==> src/sv/char_lcd_frame_refresh_defines.svh <==
// ----------------------------------------------------------------------------
// Character LCD refresh scanner - assertion macros
// Shared property wrappers for the modules of the scanner.
// ----------------------------------------------------------------------------
`ifndef CHAR_LCD_FRAME_REFRESH_DEFINES_SVH
`define CHAR_LCD_FRAME_REFRESH_DEFINES_SVH

// Same-cycle implication, disabled while in reset
`define CLFR_ASSERT_NOW(lbl, clk, rst_n, ante, cons, msg) \
	lbl: assert property (@(posedge clk) disable iff (!rst_n) (ante) |-> (cons)) \
		else $error(msg);

// Next-cycle implication, disabled while in reset
`define CLFR_ASSERT_NEXT(lbl, clk, rst_n, ante, cons, msg) \
	lbl: assert property (@(posedge clk) disable iff (!rst_n) (ante) |=> (cons)) \
		else $error(msg);

`endif

==> src/sv/clfr_pkg.sv <==
// ----------------------------------------------------------------------------
// clfr_pkg
// Types, codes and helpers shared by the LCD refresh scanner.
// ----------------------------------------------------------------------------
`timescale 1ns / 1ps
`default_nettype none

package clfr_pkg;

	localparam int FRAME_CELLS_DEF = 80;
	localparam int QUEUE_DEPTH_DEF = 2;

	localparam logic [7:0] SET_ADDR_CMD = 8'h80;

	// input modes
	localparam logic [1:0] MODE_WRITE   = 2'd0;
	localparam logic [1:0] MODE_TICK    = 2'd1;
	localparam logic [1:0] MODE_RESTART = 2'd2;

	// queued operation kinds
	localparam logic [1:0] OP_WRITE   = 2'd0;
	localparam logic [1:0] OP_TICK    = 2'd1;
	localparam logic [1:0] OP_RESTART = 2'd2;

	// register indexes
	localparam logic [2:0] REG_ROW_COUNT    = 3'd0;
	localparam logic [2:0] REG_COLUMN_COUNT = 3'd1;
	localparam logic [2:0] REG_ROW_OFFSET_0 = 3'd2;
	localparam logic [2:0] REG_ROW_OFFSET_1 = 3'd3;
	localparam logic [2:0] REG_ROW_OFFSET_2 = 3'd4;
	localparam logic [2:0] REG_ROW_OFFSET_3 = 3'd5;

	typedef struct packed {
		logic [2:0]      row_count;
		logic [4:0]      column_count;
		logic [3:0][6:0] row_offset;
	} cfg_t;

	// one queued operation; wdata is the character for a write and the
	// set-address byte for a restart
	typedef struct packed {
		logic [1:0] kind;
		logic [6:0] addr;
		logic [7:0] wdata;
		logic       wrap;
		logic [7:0] cmd;
	} op_t;

	function automatic logic geom_ok(input logic [2:0] rows, input logic [4:0] cols);
		logic ok;
		ok = 1'b0;
		if (rows == 3'd2)
			ok = (cols == 5'd16) || (cols == 5'd20);
		else if (rows == 3'd4)
			ok = (cols == 5'd20);
		return ok;
	endfunction

endpackage

`default_nettype wire

==> src/sv/clfr_ram.sv <==
// ----------------------------------------------------------------------------
// clfr_ram
// Generic simple dual-port RAM: one write port, one registered read port.
// ----------------------------------------------------------------------------
`timescale 1ns / 1ps
`default_nettype none

module clfr_ram #(
	parameter int WIDTH = 8,
	parameter int DEPTH = 80,
	localparam int AW = $clog2(DEPTH)
) (
	input  wire logic             clk,
	input  wire logic             we,
	input  wire logic [AW-1:0]    waddr,
	input  wire logic [WIDTH-1:0] wdata,
	input  wire logic             re,
	input  wire logic [AW-1:0]    raddr,
	output logic      [WIDTH-1:0] rdata
);

	logic [WIDTH-1:0] mem_q [DEPTH];

	always_ff @(posedge clk) begin
		if (we)
			mem_q[waddr] <= wdata;
		if (re)
			rdata <= mem_q[raddr];
	end

endmodule

`default_nettype wire

==> src/sv/clfr_front.sv <==
// ----------------------------------------------------------------------------
// clfr_front
// Accepts requests, tracks the scan position and queues operations.
// ----------------------------------------------------------------------------
`timescale 1ns / 1ps
`default_nettype none

module clfr_front #(
	parameter int FRAME_CELLS = clfr_pkg::FRAME_CELLS_DEF
) (
	input  wire logic             clk,
	input  wire logic             arst_n,
	input  wire clfr_pkg::cfg_t   cfg,
	input  wire logic             in_valid,
	output logic                  in_stall,
	input  wire logic [1:0]       mode,
	input  wire logic [6:0]       cell_index,
	input  wire logic [7:0]       cell_char,
	input  wire logic             q_full,
	output logic                  push,
	output clfr_pkg::op_t         op
);
	import clfr_pkg::*;

	localparam logic [6:0] CELLS_LIM = 7'(FRAME_CELLS);

	logic [1:0] row_q;
	logic [4:0] col_q;
	logic       accept;
	logic       geo_ok;
	logic       push_en;
	logic [5:0] next_col;
	logic       col_wrap;
	logic [2:0] row_inc;
	logic [1:0] new_row;
	logic [6:0] tick_addr;

	assign in_stall = q_full;
	assign accept   = in_valid && !q_full;
	assign geo_ok   = geom_ok(cfg.row_count, cfg.column_count);
	assign next_col = {1'b0, col_q} + 6'd1;
	assign col_wrap = next_col >= {1'b0, cfg.column_count};
	assign row_inc  = {1'b0, row_q} + 3'd1;
	assign new_row  = (row_inc >= cfg.row_count) ? 2'd0 : row_inc[1:0];
	// row <= 3 and columns <= 31, so the cell number stays below 128
	assign tick_addr = 7'({5'd0, row_q} * {2'd0, cfg.column_count}) + {2'd0, col_q};
	assign push     = accept && push_en;

	always_comb begin
		push_en  = 1'b0;
		op.kind  = OP_WRITE;
		op.addr  = cell_index;
		op.wdata = cell_char;
		op.wrap  = 1'b0;
		op.cmd   = SET_ADDR_CMD | {1'b0, cfg.row_offset[new_row]};
		unique case (mode)
			MODE_WRITE: begin
				push_en = cell_index < CELLS_LIM;
			end
			MODE_TICK: begin
				push_en = geo_ok;
				op.kind = OP_TICK;
				op.addr = tick_addr;
				op.wrap = col_wrap;
			end
			MODE_RESTART: begin
				push_en  = geo_ok;
				op.kind  = OP_RESTART;
				op.wdata = SET_ADDR_CMD | {1'b0, cfg.row_offset[0]};
			end
			default: begin
				push_en = 1'b0;
			end
		endcase
	end

	always_ff @(posedge clk or negedge arst_n) begin
		if (!arst_n) begin
			row_q <= 2'd0;
			col_q <= 5'd0;
		end else if (accept) begin
			if (mode == MODE_RESTART) begin
				row_q <= 2'd0;
				col_q <= 5'd0;
			end else if (mode == MODE_TICK && geo_ok) begin
				if (col_wrap) begin
					row_q <= new_row;
					col_q <= 5'd0;
				end else begin
					col_q <= next_col[4:0];
				end
			end
		end
	end

endmodule

`default_nettype wire

==> src/sv/clfr_fifo.sv <==
// ----------------------------------------------------------------------------
// clfr_fifo
// Short register queue of operations between front and back.
// ----------------------------------------------------------------------------
`timescale 1ns / 1ps
`default_nettype none
`include "char_lcd_frame_refresh_defines.svh"

module clfr_fifo #(
	parameter int DEPTH = clfr_pkg::QUEUE_DEPTH_DEF
) (
	input  wire logic           clk,
	input  wire logic           arst_n,
	input  wire logic           push,
	input  wire clfr_pkg::op_t  push_op,
	input  wire logic           pop,
	output clfr_pkg::op_t       head,
	output logic                full,
	output logic                empty
);
	import clfr_pkg::*;

	// DEPTH must be a power of two so the pointers wrap naturally; the module does not check it
	localparam int PW = (DEPTH > 1) ? $clog2(DEPTH) : 1;

	op_t         mem_q [DEPTH];
	logic [PW-1:0] wr_ptr_q;
	logic [PW-1:0] rd_ptr_q;
	logic [PW:0]   count_q;

	assign head  = mem_q[rd_ptr_q];
	assign full  = count_q == (PW+1)'(DEPTH);
	assign empty = count_q == '0;

	always_ff @(posedge clk) begin
		if (push)
			mem_q[wr_ptr_q] <= push_op;
	end

	always_ff @(posedge clk or negedge arst_n) begin
		if (!arst_n) begin
			wr_ptr_q <= '0;
			rd_ptr_q <= '0;
			count_q  <= '0;
		end else begin
			if (push)
				wr_ptr_q <= wr_ptr_q + 1'b1;
			if (pop)
				rd_ptr_q <= rd_ptr_q + 1'b1;
			if (push && !pop)
				count_q <= count_q + 1'b1;
			else if (pop && !push)
				count_q <= count_q - 1'b1;
		end
	end

	`CLFR_ASSERT_NOW(a_no_overflow, clk, arst_n, push, !full, "push into full queue")
	`CLFR_ASSERT_NOW(a_no_underflow, clk, arst_n, pop, !empty, "pop from empty queue")

endmodule

`default_nettype wire

==> src/sv/clfr_back.sv <==
// ----------------------------------------------------------------------------
// clfr_back
// Executes queued operations against the frame store; drives the output.
// ----------------------------------------------------------------------------
`timescale 1ns / 1ps
`default_nettype none
`include "char_lcd_frame_refresh_defines.svh"

module clfr_back #(
	parameter int FRAME_CELLS = clfr_pkg::FRAME_CELLS_DEF
) (
	input  wire logic           clk,
	input  wire logic           arst_n,
	input  wire clfr_pkg::op_t  head,
	input  wire logic           q_empty,
	output logic                pop,
	output logic                out_valid,
	input  wire logic           out_stall,
	output logic [7:0]          lcd_byte,
	output logic                is_data,
	output logic                last
);
	import clfr_pkg::*;

	localparam int AW = $clog2(FRAME_CELLS);
	localparam logic [6:0] CELLS_LIM = 7'(FRAME_CELLS);

	localparam logic [1:0] S_IDLE = 2'd0;
	localparam logic [1:0] S_READ = 2'd1;
	localparam logic [1:0] S_CMD  = 2'd2;

	logic [1:0]             state_q;
	logic [FRAME_CELLS-1:0] vbit_q;
	logic                   out_valid_q;
	logic [7:0]             lcd_byte_q;
	logic                   is_data_q;
	logic                   last_q;
	logic                   hit_q;
	logic                   wrap_q;
	logic [7:0]             cmd_q;
	logic                   out_free;
	logic [AW-1:0]          cell_addr;
	logic                   in_range;
	logic                   ram_we;
	logic                   ram_re;
	logic [7:0]             ram_rdata;
	logic                   load_rst;
	logic                   load_data;
	logic                   load_cmd;

	assign out_free  = !out_valid_q || !out_stall;
	assign cell_addr = head.addr[AW-1:0];
	assign in_range  = head.addr < CELLS_LIM;
	assign pop       = (state_q == S_IDLE) && !q_empty
	                   && (head.kind != OP_RESTART || out_free);
	assign ram_we    = pop && head.kind == OP_WRITE;
	assign ram_re    = pop && head.kind == OP_TICK;
	assign load_rst  = pop && head.kind == OP_RESTART;
	assign load_data = (state_q == S_READ) && out_free;
	assign load_cmd  = (state_q == S_CMD) && out_free;

	assign out_valid = out_valid_q;
	assign lcd_byte  = lcd_byte_q;
	assign is_data   = is_data_q;
	assign last      = last_q;

	clfr_ram #(
		.WIDTH(8),
		.DEPTH(FRAME_CELLS)
	) u_store (
		.clk  (clk),
		.we   (ram_we),
		.waddr(cell_addr),
		.wdata(head.wdata),
		.re   (ram_re),
		.raddr(cell_addr),
		.rdata(ram_rdata)
	);

	always_ff @(posedge clk or negedge arst_n) begin
		if (!arst_n) begin
			state_q     <= S_IDLE;
			out_valid_q <= 1'b0;
			vbit_q      <= '0;
		end else begin
			if (load_rst || load_data || load_cmd)
				out_valid_q <= 1'b1;
			else if (out_valid_q && !out_stall)
				out_valid_q <= 1'b0;
			if (ram_we)
				vbit_q[cell_addr] <= 1'b1;
			unique case (state_q)
				S_IDLE: begin
					if (ram_re)
						state_q <= S_READ;
				end
				S_READ: begin
					if (out_free)
						state_q <= wrap_q ? S_CMD : S_IDLE;
				end
				S_CMD: begin
					if (out_free)
						state_q <= S_IDLE;
				end
				default: begin
					state_q <= S_IDLE;
				end
			endcase
		end
	end

	// tick context and output payload
	always_ff @(posedge clk) begin
		if (ram_re) begin
			hit_q  <= in_range && vbit_q[cell_addr];
			wrap_q <= head.wrap;
			cmd_q  <= head.cmd;
		end
		if (load_rst) begin
			lcd_byte_q <= head.wdata;
			is_data_q  <= 1'b0;
			last_q     <= 1'b1;
		end else if (load_data) begin
			lcd_byte_q <= hit_q ? ram_rdata : 8'd0;
			is_data_q  <= 1'b1;
			last_q     <= !wrap_q;
		end else if (load_cmd) begin
			lcd_byte_q <= cmd_q;
			is_data_q  <= 1'b0;
			last_q     <= 1'b1;
		end
	end

	`CLFR_ASSERT_NEXT(a_tick_reads, clk, arst_n, ram_re, state_q == S_READ, "tick did not start a read")
	`CLFR_ASSERT_NEXT(a_wrap_cmd, clk, arst_n, load_data && wrap_q, state_q == S_CMD && out_valid_q && is_data_q && !last_q, "row end lost its address command")
	`CLFR_ASSERT_NEXT(a_restart_out, clk, arst_n, load_rst, out_valid_q && !is_data_q && last_q, "restart command not presented")

endmodule

`default_nettype wire

==> src/sv/char_lcd_frame_refresh.sv <==
// Character LCD refresh scanner.
// Order: a restart request's command passes the queue register, then the output register;
//   a tick's character passes the queue register, the frame store read, then the output register.
// Sequence: the back end pops no new tick until its read state has passed, and an output stall
//   holds it; a row-end tick also passes the command state for its extra command. A write is done at its pop.
// Reset (arst_n low, asynchronous): frame store reads as zero, position 0/0,
//   registers 0/0 with row offsets 0, 64, 16, 80; queue and output empty.
`timescale 1ns / 1ps
`default_nettype none

// ----------------------------------------------------------------------------
// char_lcd_frame_refresh
// Frame store and scan position for a character LCD; emits data bytes and
// set-address commands in display order.
// ----------------------------------------------------------------------------
module char_lcd_frame_refresh #(
	parameter int FRAME_CELLS = clfr_pkg::FRAME_CELLS_DEF,
	parameter int QUEUE_DEPTH = clfr_pkg::QUEUE_DEPTH_DEF
) (
	input  wire logic       clk,
	input  wire logic       arst_n,
	// request channel
	input  wire logic       in_valid,
	output logic            in_stall,
	input  wire logic [1:0] mode,
	input  wire logic [6:0] cell_index,
	input  wire logic [7:0] cell_char,
	// result channel
	output logic            out_valid,
	input  wire logic       out_stall,
	output logic [7:0]      lcd_byte,
	output logic            is_data,
	output logic            last,
	// register write channel
	input  wire logic       cfg_valid,
	output logic            cfg_ready,
	input  wire logic [2:0] cfg_index,
	input  wire logic [6:0] cfg_data
);
	import clfr_pkg::*;

	cfg_t cfg_q;
	logic push;
	op_t  push_op;
	op_t  head;
	logic pop;
	logic q_full;
	logic q_empty;

	// Registers are always writable; the user keeps writes to idle periods.
	assign cfg_ready = 1'b1;

	always_ff @(posedge clk or negedge arst_n) begin
		if (!arst_n) begin
			cfg_q.row_count     <= 3'd0;
			cfg_q.column_count  <= 5'd0;
			cfg_q.row_offset[0] <= 7'd0;
			cfg_q.row_offset[1] <= 7'd64;
			cfg_q.row_offset[2] <= 7'd16;
			cfg_q.row_offset[3] <= 7'd80;
		end else if (cfg_valid && cfg_ready) begin
			unique case (cfg_index)
				REG_ROW_COUNT:    cfg_q.row_count     <= cfg_data[2:0];
				REG_COLUMN_COUNT: cfg_q.column_count  <= cfg_data[4:0];
				REG_ROW_OFFSET_0: cfg_q.row_offset[0] <= cfg_data;
				REG_ROW_OFFSET_1: cfg_q.row_offset[1] <= cfg_data;
				REG_ROW_OFFSET_2: cfg_q.row_offset[2] <= cfg_data;
				REG_ROW_OFFSET_3: cfg_q.row_offset[3] <= cfg_data;
				default: ; // unmapped index, dropped
			endcase
		end
	end

	// Front: classifies each request against the geometry, moves the scan
	// position and queues the work. Requests that produce nothing (bad mode,
	// bad geometry, out-of-range write) are absorbed here.
	clfr_front #(
		.FRAME_CELLS(FRAME_CELLS)
	) u_front (
		.clk       (clk),
		.arst_n    (arst_n),
		.cfg       (cfg_q),
		.in_valid  (in_valid),
		.in_stall  (in_stall),
		.mode      (mode),
		.cell_index(cell_index),
		.cell_char (cell_char),
		.q_full    (q_full),
		.push      (push),
		.op        (push_op)
	);

	// Queue keeps writes and reads in request order, so a tick always sees
	// exactly the frame contents that preceded it.
	clfr_fifo #(
		.DEPTH(QUEUE_DEPTH)
	) u_fifo (
		.clk    (clk),
		.arst_n (arst_n),
		.push   (push),
		.push_op(push_op),
		.pop    (pop),
		.head   (head),
		.full   (q_full),
		.empty  (q_empty)
	);

	// Back: owns the frame store RAM and the output register.
	clfr_back #(
		.FRAME_CELLS(FRAME_CELLS)
	) u_back (
		.clk      (clk),
		.arst_n   (arst_n),
		.head     (head),
		.q_empty  (q_empty),
		.pop      (pop),
		.out_valid(out_valid),
		.out_stall(out_stall),
		.lcd_byte (lcd_byte),
		.is_data  (is_data),
		.last     (last)
	);

endmodule

`default_nettype wire
==> config.mk <==
export PLATFORM = sky130hd
export DESIGN_NAME = char_lcd_frame_refresh
export DESIGN_NICKNAME = d
export VERILOG_FILES = /design/src/sv/clfr_pkg.sv /design/src/sv/clfr_ram.sv /design/src/sv/clfr_front.sv /design/src/sv/clfr_fifo.sv /design/src/sv/clfr_back.sv /design/src/sv/char_lcd_frame_refresh.sv
export VERILOG_INCLUDE_DIRS = /design/src /design/src/sv
export SDC_FILE = /design/constraint.sdc
export NUM_CORES = 1
export LEC_CHECK = 0
export BUFFER_PORTS_ARGS = -buffer_cell sky130_fd_sc_hd__buf_4
export CAP_MARGIN = 20
export CORE_MARGIN = 8
export CORE_UTILIZATION = 45
export DETAILED_ROUTE_END_ITERATION = 6
export GPL_ROUTABILITY_DRIVEN = 1
export MAX_ROUTING_LAYER = met4
export PLACE_DENSITY = 0.63
export SYNTH_ARGS = -nofsm -noshare
export SYNTH_HDL_FRONTEND = slang
export SYNTH_SLANG_ARGS = --single-unit
==> constraint.sdc <==
create_clock -name clk -period 4.5 [get_ports clk]
set_input_delay 0.45 -clock clk [delete_from_list [all_inputs] [get_ports clk]]
set_output_delay 0.45 -clock clk [all_outputs]
set_load 0.01 [all_outputs]
==> results_dict.tcl <==
set metrics [dict create \
    drt-total-wl_mm 94.6 \
    crit_path_end_kind "register" \
    drt_iter0_drc 3186 \
    powerDensity_mw_per_mm2 576 \
    rr_worst_depth 5 \
    max_stage_delay_ps 810 \
    syn_to_final_growth_pct 13.9 \
    violations "design-rule violations" \
    outcome "finished, violations left" \
    synth-edff-count 715 \
    slew-limit-headroom_pct 26.1 \
    hold_viol_final 0 \
    grt_pass1_wl_mm 139 \
    wire_per_inst_microns 27.7 \
    period_share_pct 84.3 \
    multiInputGateArea_sq_mm 0.00816 \
    coreArea_sq_mm 0.0743 \
    synth_seq_area_share_pct 73.5 \
    worstPathRequired_ps 4760 \
    crit_path_frequent_cell "nand2_1" \
    overflow 0 \
    antenna_found_initial 2 \
    cts_tree "yes" \
    ir_drop_uv 322 \
    grt_util_all_layers_pct 23.0 \
    synth.most_common_cell "edfxtp_1" \
    yosysTopAreaCell "edfxtp_1" \
    timing.hold.ws_ps 64.4 \
    crit_type "reg2reg" \
    finalSetupTns_ps 0 \
    place_congestion 0.929 \
    seqCellArea_sq_mm 0.0248 \
    arrival_ps 4060 \
    num_rows 100 \
    clock_path_buffers 3 \
    fp.dieW_microns 290 \
    crit_chain "mux2i_4 -> nand2_1 -> nor3_2 -> nand2_1 -> nor2_1" \
    initial_core_util_pct 45.3 \
    worst_pin_slew_ps 1100 \
    ios 45 \
    startpoint_type "register" \
    critPathSlowestCell "nor2_1" \
    ys_top_cells_by_count "715 x edfxtp_1, 263 x nand2_1, 126 x dfrtp_1" \
    cp_num_cells 5 \
    layout_min_cycle_time_ps 3800 \
    p_leak_nw 13.7 \
    num-fill-cells 6135 \
    layout.nets 2433 \
    holdPathStages 3 \
    drc_errors 2 \
    first_pass_iters 7 \
    synth_top_area_share_pct 63.7 \
    synth-seq-cells 847 \
    setup_viol 0 \
    vias 20795 \
    dieArea_sq_mm 0.0839 \
    cts_max_level 3 \
    ant_nets 0 \
    synth.distinct_cells 78 \
    drive_above_1_share_pct 17.9 \
    yosys_warnings 0 \
    first_global_vias 20474 \
    synth_ff_type "edfxtp_1" \
    vias_per_cell 6.08 \
    cts_resized 0 \
    min_path_type "in2reg" \
    syn-num-nets 2322 \
    maxCapViolCount 0 \
    port_buffers 43 \
    synth_area_per_cell_sq_um 14.9 \
    path_clk_slew_ps 60 \
    synthesis.instances 2263 \
    fin_worst_skew_ps 26.6 \
    cp_max_fo 16 \
    finalMaxSlewViolations 0 \
    root_buffer "clkbuf_16" \
    grt_max_degree 83 \
    clock_latency_ps 660 \
    die_h_microns 290 \
    max_freq_mhz 263 \
    synth.top_cells.by_area "edfxtp_1 64%, dfrtp_1 9.4%, nand2_1 2.9%" \
    crit_buf_inv 0 \
    dp_hpwl_mm 59.6 \
    cts_buffers 87 \
    synthArstFlopShare_pct 15.3 \
    crit_family "simple AND/OR/NAND/NOR gates" \
    clock-sinks 847 \
    rsz0062_at_grt "false" \
    syn-cell-area_sq_mm 0.0337 \
]
==> layout make-up <==
class / count / share of cell area [%]
flip-flops and latches: 847 / 64.5
multi-input cells: 1257 / 21.3
clock buffers: 128 / 6.52
well taps: 969 / 3.16
repair buffers: 150 / 3.14
clock inverters: 35 / 1.04
inverters: 31 / 0.303
diodes: 3 / 0.0196
==> layout by cell type (no fill, tap or decap), drive strengths merged, types with 23 or more instances in the layout <==
cell,n
nor2,112
a211oi,26
inv,34
a21oi,97
nor4,46
nand2,263
dfrtp,126
buf,149
o22ai,44
mux2i,87
nand3,80
a22oi,74
clkinv,23
or2,88
edfxtp,715
mux2,67
o21ai,32
a222oi,43
clkbuf,128
==> worst paths after layout <==
| path | slack (ps) | from | endpoint |
|---|---|---|---|
| worst min register to register | 470 | u_back.vbit_q[35] | u_back.vbit_q[35] |
| max in group asynchronous | 3040 | arst_n | u_fifo.rd_ptr_q |
| min in group asynchronous | 480 | arst_n | u_front.col_q[2] |
| worst max-delay path | 700 | u_fifo.rd_ptr_q | u_back.u_store.mem_q[26][5] |
| worst max register to register | 700 | u_fifo.rd_ptr_q | u_back.u_store.mem_q[26][5] |
| worst min-delay path | 60 | cfg_data[2] | cfg_q[30] |
==> metal layers <==
layer | GRT usage, % | vias up | part of all wire [%]
li1 | - | 8895 | -
met2 | 35.5 | 1191 | 47
met3 | 4.61 | 182 | 11
met5 | - | - | 0
met1 | 30.8 | 10527 | 40
met4 | 7.57 | 0 | 2.9
==> worst register-to-register path, cell delays in order, from the launching register on <==
cell	delay, ps
dfrtp_2	640
mux2i_4	610
nand2_1	390
nor3_2	610
nand2_1	350
nor2_1	810
==> logic make-up (layout without fill, tap and decap cells) <==
logic type	Yosys count	in the layout	synth area share (%)
muxes	154	154	4.96
buffers and inverters	159	344	2.40
and+or+nand+nor	669	669	9.53
adders and majority gates	27	27	1.11
xor gates and xnor gates	11	11	0.286
DFF	847	847	73.5
other	1	4	0.0111
AOI/OAI and AO/OA	395	395	8.18
==> power by group <==
group	internal, mW	switching (mW)
Sequential	9.54	0.379
Clock	4.28	3.02
Combinational	1.60	3.31
Total	15.4	6.71
==> through the flow <==
stage                     util [%]  std cells  total power, mW  cell area (sq um)  setup slack, ps
after global routing          51.6       3419             22.8              38400              595
after CTS                     51.6       3415             22.1              38300              795
final                         51.6       3420             22.1              38400              705
after detailed placement      47.6       3251             14.9              35400              799
after global placement        47.6       3251             14.8              35400              807
after floorplan                  -       2263             12.8              33700              660
==> repair_timing <==
| action | in CTS | in global routing |
|---|---|---|
| hold endpoints to repair | 71 | 0 |
| hold buffers | 1 | 0 |
| setup buffers | 0 | 0 |
==> flip-flops by register name, indices dropped and copies added (netlist names), 5 cells and up <==
register,flops
u_back.vbit_q,80
u_back.u_store.mem_q,640
cfg_q,36
u_fifo.mem_q,50
u_back.u_store.rdata,8
u_back.lcd_byte,8
u_back.cmd_q,7
u_front.col_q,5
Power figures use the tool's default switching activity.
